`src/hdl/opb_pkg.sv`:
```
// Shared widths, register codes, result type and helpers for the opaque pixel bounding box.
package opb_pkg;

	// Widths fixed by the register map and the result fields.
	localparam int DIM_REG_W    = 11;
	localparam int STRIDE_W     = DIM_REG_W + 1;
	localparam int ANCHOR_W     = 16;
	localparam int EDGE_W       = 10;
	localparam int GROUND_W     = 17;
	localparam int PADDR_W      = 4;
	localparam int PDATA_W      = 32;

	// Default largest image dimension and queue depths.
	localparam int MAX_DIM_DEF  = 1024;
	localparam int IN_Q_DEPTH   = 4;
	localparam int OUT_Q_DEPTH  = 2;

	// Register indexes, taken from paddr[3:2].
	typedef enum logic [1:0] {
		REG_IMAGE_WIDTH  = 2'd0,
		REG_IMAGE_HEIGHT = 2'd1,
		REG_ANCHOR_Y     = 2'd2
	} opb_reg_t;

	// One result of a finished image.
	typedef struct packed {
		logic                       found;
		logic [EDGE_W-1:0]          left_edge;
		logic [EDGE_W-1:0]          right_edge;
		logic [EDGE_W-1:0]          top_edge;
		logic [EDGE_W-1:0]          bottom_edge;
		logic [EDGE_W-1:0]          center_x;
		logic [EDGE_W-1:0]          center_y;
		logic signed [GROUND_W-1:0] ground_y;
	} opb_result_t;

	// Largest dimension a register can actually select under a given limit.
	function automatic int opb_eff_dim(input int max_dim);
		int reg_max;
		reg_max = (1 << DIM_REG_W) - 1;
		return (max_dim > reg_max) ? reg_max : max_dim;
	endfunction

	// Column counter width: a column runs up to the padded stride minus one.
	function automatic int opb_col_w(input int max_dim);
		return $clog2(opb_eff_dim(max_dim) + 3);
	endfunction

	// Row counter width: a row runs up to the height minus one.
	function automatic int opb_row_w(input int max_dim);
		return $clog2(opb_eff_dim(max_dim));
	endfunction

endpackage

```
`src/hdl/opb_fifo.sv`:
```
// Small register queue with first-word fall-through read.
module opb_fifo #(
	parameter int WIDTH = 8,
	parameter int DEPTH = opb_pkg::IN_Q_DEPTH
) (
	input  logic             clk,
	input  logic             arst_n,
	input  logic             wr_en,
	input  logic [WIDTH-1:0] wr_data,
	input  logic             rd_en,
	output logic [WIDTH-1:0] rd_data,
	output logic             full,
	output logic             empty
);
	import opb_pkg::*;

	localparam int PTR_W = (DEPTH > 1) ? $clog2(DEPTH) : 1;
	localparam int CNT_W = $clog2(DEPTH + 1);

	logic [WIDTH-1:0] mem_q [DEPTH];
	logic [PTR_W-1:0] wr_ptr_q;
	logic [PTR_W-1:0] rd_ptr_q;
	logic [CNT_W-1:0] count_q;
	logic             do_wr;
	logic             do_rd;

	assign full    = (count_q == CNT_W'(DEPTH));
	assign empty   = (count_q == '0);
	assign do_wr   = wr_en && !full;
	assign do_rd   = rd_en && !empty;
	assign rd_data = mem_q[rd_ptr_q];

	always_ff @(posedge clk) begin
		if (do_wr) begin
			mem_q[wr_ptr_q] <= wr_data;
		end
	end

	always_ff @(posedge clk or negedge arst_n) begin
		if (!arst_n) begin
			wr_ptr_q <= '0;
			rd_ptr_q <= '0;
			count_q  <= '0;
		end else begin
			if (do_wr) begin
				wr_ptr_q <= (wr_ptr_q == PTR_W'(DEPTH - 1)) ? '0 : wr_ptr_q + PTR_W'(1);
			end
			if (do_rd) begin
				rd_ptr_q <= (rd_ptr_q == PTR_W'(DEPTH - 1)) ? '0 : rd_ptr_q + PTR_W'(1);
			end
			if (do_wr && !do_rd) begin
				count_q <= count_q + CNT_W'(1);
			end else if (do_rd && !do_wr) begin
				count_q <= count_q - CNT_W'(1);
			end
		end
	end

endmodule

```
`src/hdl/opb_front.sv`:
```
// Front part: raster position counters and per-byte classification.
module opb_front #(
	parameter int MAX_DIM = opb_pkg::MAX_DIM_DEF
) (
	input  logic                           clk,
	input  logic                           arst_n,
	input  logic [opb_pkg::DIM_REG_W-1:0]  image_width,
	input  logic [opb_pkg::DIM_REG_W-1:0]  image_height,
	input  logic                           accept,
	input  logic [7:0]                     pixel_index,
	output logic [opb_pkg::opb_col_w(MAX_DIM) + opb_pkg::opb_row_w(MAX_DIM) + 1:0] entry
);
	import opb_pkg::*;

	localparam int EFF_DIM = opb_eff_dim(MAX_DIM);
	localparam int COL_W   = opb_col_w(MAX_DIM);
	localparam int ROW_W   = opb_row_w(MAX_DIM);

	logic [COL_W-1:0]     col_q;
	logic [ROW_W-1:0]     row_q;
	logic [DIM_REG_W-1:0] w_eff;
	logic [DIM_REG_W-1:0] h_eff;
	logic [STRIDE_W-1:0]  stride;
	logic [STRIDE_W-1:0]  col_next;
	logic [STRIDE_W-1:0]  row_next;
	logic                 row_go_on;
	logic                 image_go_on;
	logic                 opaque;
	logic                 last_byte;

	// A zero dimension counts as one, an oversized one as the limit.
	always_comb begin
		priority if (image_width == '0) begin
			w_eff = DIM_REG_W'(1);
		end else if (image_width > DIM_REG_W'(EFF_DIM)) begin
			w_eff = DIM_REG_W'(EFF_DIM);
		end else begin
			w_eff = image_width;
		end
		priority if (image_height == '0) begin
			h_eff = DIM_REG_W'(1);
		end else if (image_height > DIM_REG_W'(EFF_DIM)) begin
			h_eff = DIM_REG_W'(EFF_DIM);
		end else begin
			h_eff = image_height;
		end
	end

	assign stride      = (STRIDE_W'(w_eff) + STRIDE_W'(3)) & ~STRIDE_W'(3);
	assign col_next    = STRIDE_W'(col_q) + STRIDE_W'(1);
	assign row_next    = STRIDE_W'(row_q) + STRIDE_W'(1);
	assign row_go_on   = (col_next < stride);
	assign image_go_on = (row_next < STRIDE_W'(h_eff));
	assign opaque      = (STRIDE_W'(col_q) < STRIDE_W'(w_eff)) && (pixel_index != 8'd0);
	assign last_byte   = !row_go_on && !image_go_on;

	assign entry = {last_byte, opaque, col_q, row_q};

	always_ff @(posedge clk or negedge arst_n) begin
		if (!arst_n) begin
			col_q <= '0;
			row_q <= '0;
		end else if (accept) begin
			if (row_go_on) begin
				col_q <= col_next[COL_W-1:0];
			end else begin
				col_q <= '0;
				row_q <= image_go_on ? row_next[ROW_W-1:0] : '0;
			end
		end
	end

endmodule

```
`src/hdl/opb_back.sv`:
```
// Back part: bounding box tracking and result formatting.
module opb_back #(
	parameter int MAX_DIM = opb_pkg::MAX_DIM_DEF
) (
	input  logic                                clk,
	input  logic                                arst_n,
	input  logic                                entry_valid,
	input  logic [opb_pkg::opb_col_w(MAX_DIM) + opb_pkg::opb_row_w(MAX_DIM) + 1:0] entry,
	output logic                                entry_pop,
	input  logic signed [opb_pkg::ANCHOR_W-1:0] anchor_y,
	input  logic                                res_full,
	output logic                                res_push,
	output opb_pkg::opb_result_t                res_data
);
	import opb_pkg::*;

	localparam int COL_W = opb_col_w(MAX_DIM);
	localparam int ROW_W = opb_row_w(MAX_DIM);

	logic             e_last;
	logic             e_opaque;
	logic [COL_W-1:0] e_col;
	logic [ROW_W-1:0] e_row;

	logic             seen_q;
	logic [COL_W-1:0] min_col_q, max_col_q;
	logic [ROW_W-1:0] min_row_q, max_row_q;

	logic             seen_n;
	logic [COL_W-1:0] min_col_n, max_col_n;
	logic [ROW_W-1:0] min_row_n, max_row_n;

	logic             valid_s1;
	logic             found_s1;
	logic [COL_W-1:0] min_col_s1, max_col_s1;
	logic [ROW_W-1:0] min_row_s1, max_row_s1;

	logic             s1_free;
	logic [COL_W:0]   sum_x;
	logic [ROW_W:0]   sum_y;
	logic [GROUND_W-1:0] ground;

	assign {e_last, e_opaque, e_col, e_row} = entry;

	always_comb begin
		seen_n    = seen_q;
		min_col_n = min_col_q;
		max_col_n = max_col_q;
		min_row_n = min_row_q;
		max_row_n = max_row_q;
		if (e_opaque) begin
			seen_n = 1'b1;
			if (!seen_q) begin
				min_col_n = e_col;
				max_col_n = e_col;
				min_row_n = e_row;
				max_row_n = e_row;
			end else begin
				if (e_col < min_col_q) min_col_n = e_col;
				if (e_col > max_col_q) max_col_n = e_col;
				if (e_row < min_row_q) min_row_n = e_row;
				if (e_row > max_row_q) max_row_n = e_row;
			end
		end
	end

	assign res_push  = valid_s1 && !res_full;
	assign s1_free   = !valid_s1 || !res_full;
	assign entry_pop = entry_valid && (!e_last || s1_free);

	always_ff @(posedge clk or negedge arst_n) begin
		if (!arst_n) begin
			seen_q    <= 1'b0;
			min_col_q <= '0;
			max_col_q <= '0;
			min_row_q <= '0;
			max_row_q <= '0;
			valid_s1  <= 1'b0;
		end else begin
			if (entry_pop) begin
				if (e_last) begin
					seen_q    <= 1'b0;
					min_col_q <= '0;
					max_col_q <= '0;
					min_row_q <= '0;
					max_row_q <= '0;
				end else begin
					seen_q    <= seen_n;
					min_col_q <= min_col_n;
					max_col_q <= max_col_n;
					min_row_q <= min_row_n;
					max_row_q <= max_row_n;
				end
			end
			if (entry_pop && e_last) begin
				valid_s1 <= 1'b1;
			end else if (res_push) begin
				valid_s1 <= 1'b0;
			end
		end
	end

	always_ff @(posedge clk) begin
		if (entry_pop && e_last) begin
			found_s1   <= seen_n;
			min_col_s1 <= min_col_n;
			max_col_s1 <= max_col_n;
			min_row_s1 <= min_row_n;
			max_row_s1 <= max_row_n;
		end
	end

	assign sum_x  = (COL_W+1)'(min_col_s1) + (COL_W+1)'(max_col_s1) + (COL_W+1)'(1);
	assign sum_y  = (ROW_W+1)'(min_row_s1) + (ROW_W+1)'(max_row_s1) + (ROW_W+1)'(1);
	assign ground = {{(GROUND_W-ROW_W){1'b0}}, max_row_s1}
		- {{(GROUND_W-ANCHOR_W){anchor_y[ANCHOR_W-1]}}, anchor_y};

	// An image with no opaque pixel reports all fields as zero.
	always_comb begin
		res_data = '0;
		if (found_s1) begin
			res_data.found       = 1'b1;
			res_data.left_edge   = EDGE_W'(min_col_s1);
			res_data.right_edge  = EDGE_W'(max_col_s1);
			res_data.top_edge    = EDGE_W'(min_row_s1);
			res_data.bottom_edge = EDGE_W'(max_row_s1);
			res_data.center_x    = EDGE_W'(sum_x[COL_W:1]);
			res_data.center_y    = EDGE_W'(sum_y[ROW_W:1]);
			res_data.ground_y    = ground;
		end
	end

endmodule

```
`src/hdl/opaque_pixel_bounding_box.sv`:
```
// Top level of the opaque pixel bounding box: register port, front, queues and back.
//
//   Channel   Signals                                  Direction  Moves
//   config    psel penable pwrite paddr pwdata prdata  in/out     register writes and reads
//   pixels    push full pixel_index                    in         one palette byte per request
//   results   pop empty found ... ground_y             out        one box per finished image
//
// The block takes one pixel byte per clock cycle while full is low, padding
// bytes included. The front counts column and row and tags each byte as
// opaque or not and as the last byte of the image; the back folds tagged
// bytes into the box one per cycle unless it has stopped. The result of an
// image passes the pixel queue, the format stage and the result queue before
// it can be popped. Reset clears all counters, the box and both queues at
// once and loads width 1, height 1 and anchor 0; no clearing pass follows.
// While results are not popped, the result queue, the format stage and then
// the four-entry pixel queue fill; full rises only when the back has stopped
// on a last byte with nowhere to put its result.
module opaque_pixel_bounding_box #(
	parameter int MAX_DIM = opb_pkg::MAX_DIM_DEF
) (
	input  logic                                 clk,
	input  logic                                 arst_n,
	input  logic                                 psel,
	input  logic                                 penable,
	input  logic                                 pwrite,
	input  logic [opb_pkg::PADDR_W-1:0]          paddr,
	input  logic [opb_pkg::PDATA_W-1:0]          pwdata,
	output logic [opb_pkg::PDATA_W-1:0]          prdata,
	output logic                                 pready,
	input  logic                                 push,
	output logic                                 full,
	input  logic [7:0]                           pixel_index,
	input  logic                                 pop,
	output logic                                 empty,
	output logic                                 found,
	output logic [opb_pkg::EDGE_W-1:0]           left_edge,
	output logic [opb_pkg::EDGE_W-1:0]           right_edge,
	output logic [opb_pkg::EDGE_W-1:0]           top_edge,
	output logic [opb_pkg::EDGE_W-1:0]           bottom_edge,
	output logic [opb_pkg::EDGE_W-1:0]           center_x,
	output logic [opb_pkg::EDGE_W-1:0]           center_y,
	output logic signed [opb_pkg::GROUND_W-1:0]  ground_y
);
	import opb_pkg::*;

	localparam int ENTRY_W = opb_col_w(MAX_DIM) + opb_row_w(MAX_DIM) + 2;
	localparam int RES_W   = $bits(opb_result_t);

	logic [DIM_REG_W-1:0]       width_q;
	logic [DIM_REG_W-1:0]       height_q;
	logic signed [ANCHOR_W-1:0] anchor_q;
	logic                       cfg_wr;

	logic                       accept;
	logic [ENTRY_W-1:0]         entry_in;
	logic [ENTRY_W-1:0]         entry_out;
	logic                       entry_empty;
	logic                       entry_pop;

	logic                       res_full;
	logic                       res_push;
	opb_result_t                res_in;
	logic [RES_W-1:0]           res_out;
	opb_result_t                res_head;

	// Register port: a write lands on the access cycle; reads are always ready.
	assign pready = 1'b1;
	assign cfg_wr = psel && penable && pwrite && pready;

	always_ff @(posedge clk or negedge arst_n) begin
		if (!arst_n) begin
			width_q  <= DIM_REG_W'(1);
			height_q <= DIM_REG_W'(1);
			anchor_q <= '0;
		end else if (cfg_wr) begin
			unique case (paddr[3:2])
				REG_IMAGE_WIDTH:  width_q  <= pwdata[DIM_REG_W-1:0];
				REG_IMAGE_HEIGHT: height_q <= pwdata[DIM_REG_W-1:0];
				REG_ANCHOR_Y:     anchor_q <= pwdata[ANCHOR_W-1:0];
				default: ;
			endcase
		end
	end

	always_comb begin
		unique case (paddr[3:2])
			REG_IMAGE_WIDTH:  prdata = PDATA_W'(width_q);
			REG_IMAGE_HEIGHT: prdata = PDATA_W'(height_q);
			REG_ANCHOR_Y:     prdata = {{(PDATA_W-ANCHOR_W){1'b0}}, anchor_q};
			default:          prdata = '0;
		endcase
	end

	// A pixel request is taken whenever the pixel queue has room.
	assign accept = push && !full;

	opb_front #(
		.MAX_DIM(MAX_DIM)
	) u_front (
		.clk         (clk),
		.arst_n      (arst_n),
		.image_width (width_q),
		.image_height(height_q),
		.accept      (accept),
		.pixel_index (pixel_index),
		.entry       (entry_in)
	);

	opb_fifo #(
		.WIDTH(ENTRY_W),
		.DEPTH(IN_Q_DEPTH)
	) u_pix_q (
		.clk    (clk),
		.arst_n (arst_n),
		.wr_en  (accept),
		.wr_data(entry_in),
		.rd_en  (entry_pop),
		.rd_data(entry_out),
		.full   (full),
		.empty  (entry_empty)
	);

	opb_back #(
		.MAX_DIM(MAX_DIM)
	) u_back (
		.clk        (clk),
		.arst_n     (arst_n),
		.entry_valid(!entry_empty),
		.entry      (entry_out),
		.entry_pop  (entry_pop),
		.anchor_y   (anchor_q),
		.res_full   (res_full),
		.res_push   (res_push),
		.res_data   (res_in)
	);

	opb_fifo #(
		.WIDTH(RES_W),
		.DEPTH(OUT_Q_DEPTH)
	) u_res_q (
		.clk    (clk),
		.arst_n (arst_n),
		.wr_en  (res_push),
		.wr_data(res_in),
		.rd_en  (pop),
		.rd_data(res_out),
		.full   (res_full),
		.empty  (empty)
	);

	// The oldest result stays on the result ports until it is popped.
	assign res_head    = opb_result_t'(res_out);
	assign found       = res_head.found;
	assign left_edge   = res_head.left_edge;
	assign right_edge  = res_head.right_edge;
	assign top_edge    = res_head.top_edge;
	assign bottom_edge = res_head.bottom_edge;
	assign center_x    = res_head.center_x;
	assign center_y    = res_head.center_y;
	assign ground_y    = res_head.ground_y;

endmodule

```
`config.mk`:
```
export PLATFORM = sky130hd
export DESIGN_NAME = opaque_pixel_bounding_box
export DESIGN_NICKNAME = d
export VERILOG_FILES = /design/src/hdl/opb_pkg.sv /design/src/hdl/opb_fifo.sv /design/src/hdl/opb_front.sv /design/src/hdl/opb_back.sv /design/src/hdl/opaque_pixel_bounding_box.sv
export SDC_FILE = /design/constraint.sdc
export NUM_CORES = 1
export LEC_CHECK = 0
export ABC_AREA = 1
export BUFFER_PORTS_ARGS = -buffer_cell sky130_fd_sc_hd__buf_2
export CAP_MARGIN = 0
export CORE_MARGIN = 4
export CORE_UTILIZATION = 52
export DETAILED_ROUTE_END_ITERATION = 8
export PLACE_DENSITY = 0.71
export SLEW_MARGIN = 20
export SYNTH_ARGS = -nofsm -noshare
export SYNTH_HDL_FRONTEND = slang
export SYNTH_HIERARCHICAL = 1
export SYNTH_SLANG_ARGS = --single-unit
```
`constraint.sdc`:
```
create_clock -name clk -period 6.3 [get_ports clk]
set_clock_uncertainty 0.15 [all_clocks]
set_input_delay 0.63 -clock clk [delete_from_list [all_inputs] [get_ports clk]]
set_output_delay 0.63 -clock clk [all_outputs]
set_load 0.03 [all_outputs]
```
==> impl_metrics.tcl <==
set metrics [dict create \
    status "finished, final reports clean" \
    cts_sinks 405 \
    vias_per_cell 5.19 \
    cts_buffer_depth 3 \
    maxSlewHeadroom_pct 34.3 \
    wirelength_mm 45.8 \
    critical_path_arrival_ns 4.73 \
    antenna_found_initial 0 \
    cts_tree "yes" \
    start_kind "flip-flop" \
    synth_area_mm2 0.0211 \
    syn_inst 2321 \
    post-cts-setup-buffers 0 \
    pin_count 164 \
    worst-setup-path-type "flip-flop to flip-flop" \
    stdcell_count 2987 \
    synthDistinctLibCells 50 \
    async_flop_share_pct 28.1 \
    worstMarginPinSlew_ns 0.985 \
    drv_slew 0 \
    regMostFlops "u_res_q/mem_q" \
    fp-row-count 73 \
    crit_path_end_kind "flip-flop" \
    netlist.area_leader.share_pct 41.3 \
    io_buffers 128 \
    synth_area_per_cell_um2 9.11 \
    critPathTopFamily "simple AND/OR/NAND/NOR gates" \
    crit_chain "nor2_2, nand3_2, o21bai_4, nand2_1, nand2_2, nand4_1, nor2_2, nand2_2, o21ai_0, ha_1, nand2_1, o21bai_1, a21oi_1, a2111oi_0, nand2_2, nand2_2, nand2_1, nand2_1" \
    path_clk_slew_ns 0.06 \
    initial_core_util_pct 53.0 \
    synth_flop_cell "edfxtp_1" \
    seq_area_frac_synth_pct 54.9 \
    synth_top_cell_by_area "edfxtp_1" \
    cts_buffers 41 \
    grt_pass1_vias 15100 \
    fp.coreArea_mm2 0.0399 \
    synth_area_leaders "edfxtp_1 (41%), nand2_1 (15%), dfrtp_1 (13%), ha_1 (6.3%), inv_1 (5.0%)" \
    wl_per_cell_um 15.3 \
    grt_max_degree 80 \
    area_growth_pct 10.3 \
    synth-seq-cells 405 \
    fill_cells 3359 \
    hold_violations 0 \
    max_stage_delay_ns 0.75 \
    timing.critical_path.buf_inv 0 \
    worstHoldPathType "primary input to asynchronous set/reset pin" \
    drc 0 \
    num_vias 15500 \
    worstPathMaxFanout 22 \
    first_pass_iters 5 \
    placed_cells 2911 \
    synth_edf_count 291 \
    cts-resized-gates 0 \
    gp_congestion 0.907 \
    antenna_cells 0 \
    drtIter0Drc 1070 \
    synth.most_common_cell "nand2_1" \
    drive_above_1_share_pct 10.4 \
    post-dp-hpwl_mm 32.0 \
    clock_latency_ns 0.55 \
    grt_overflow 0 \
    grt_pass1_wl_mm 74.9 \
    cp.required_ns 6.63 \
    antenna_left 0 \
    rsz0062_at_grt "false" \
    largest_reg_flops 156 \
    root_buffer "clkbuf_16" \
    netlist_top_cells_count "nand2_1 (847), edfxtp_1 (291), inv_1 (281)" \
    finalCritPeriodShare_pct 69.9 \
    die-area_mm2 0.0439 \
    reg_top3 "u_res_q/mem_q: 156 flops, u_pix_q/mem_q: 92 flops, anchor_q: 16 flops" \
    setup_viol 0 \
    grt_usage_pct 20.6 \
    yosysWarnings 6 \
    hold-worst-slack_ns 0.00891 \
    final.setup.tns_ns 0 \
    die_height_um 210 \
    nets 2590 \
    cts_htree_levels 2 \
    hold_buffers 0 \
    crit_path_top_delay_cell "a2111oi_0" \
    die_x_um 210 \
    drv_cap 0 \
    fin_crit_ns 4.40 \
    fmax_mhz 227 \
]
area by class of cell:
cell class                 instances  area (µm²)  area share, %
multi-input combinational       1550        7940           34.0
clock buffer                      60        1180           5.06
inverter                         287        1080           4.63
timing repair buffer             144         763           3.27
tap                              525         657           2.82
clock inverter                    16         109          0.467
sequential                       405       11600           49.7
cell families (layout without fill, tap and decap cells):
group | Yosys count | in the layout | share of synthesized area (%)
AO/OA/AOI/OAI | 185 | 185 | 5.35
XOR/XNOR | 28 | 28 | 1.16
adder cells (fa/ha/maj) | 110 | 110 | 6.65
buffers and inverters | 381 | 507 | 7.97
flip-flops | 405 | 405 | 54.9
other | 3 | 18 | 0.0533
AND/OR/NAND/NOR | 1209 | 1209 | 24.0
worst paths after layout:
path	start	endpoint	slack, ns	cells past startpoint
worst max-delay path	width_q[3]	u_front/row_q[7]	1.90	18
worst min-delay path	arst_n	width_q[8]	0.009	1
worst max register to register	width_q[3]	u_front/row_q[7]	1.90	18
worst min register to register	u_back/max_row_q[5]	u_back/max_row_q[5]	0.33	2
max in group asynchronous	arst_n	u_pix_q/rd_ptr_q[0]	4.66	2
min in group clk	pwdata[12]	anchor_q[12]	0.14	3
cells in the final DEF, fill, tap and decap left out, types with 43 or more instances in the layout:
cell / count
nand3_1: 130
clkbuf_16: 43
buf_2: 127
o211ai_1: 47
a21oi_1: 67
and2_1: 43
nand2_1: 847
edfxtp_1: 291
nor2_1: 105
dfrtp_1: 110
inv_1: 280
ha_1: 106
through the flow:
| step | cell area [µm²] | worst slack, ns | util (%) |
|---|---|---|---|
| floorplan | 21200 | 1.62 | - |
| global placement | 22000 | 2.02 | 55.2 |
| detailed placement | 22000 | 2.04 | 55.2 |
| CTS | 23300 | 1.96 | 58.4 |
| global route | 23300 | 1.51 | 58.4 |
| finish | 23300 | 1.90 | 58.4 |
layer usage:
metal  track usage, %  up-vias  part of all wire [%]
li1                 -     7726                     -
met1             26.6     7334                    43
met2             36.1      359                    50
met3             2.75       91                   4.4
met4             6.55        0                   2.7
met5                0        -                     0
Power is left out: the tool's default activity adds up to more than one toggle a clock period on the data nets, which glitch-free logic cannot reach.
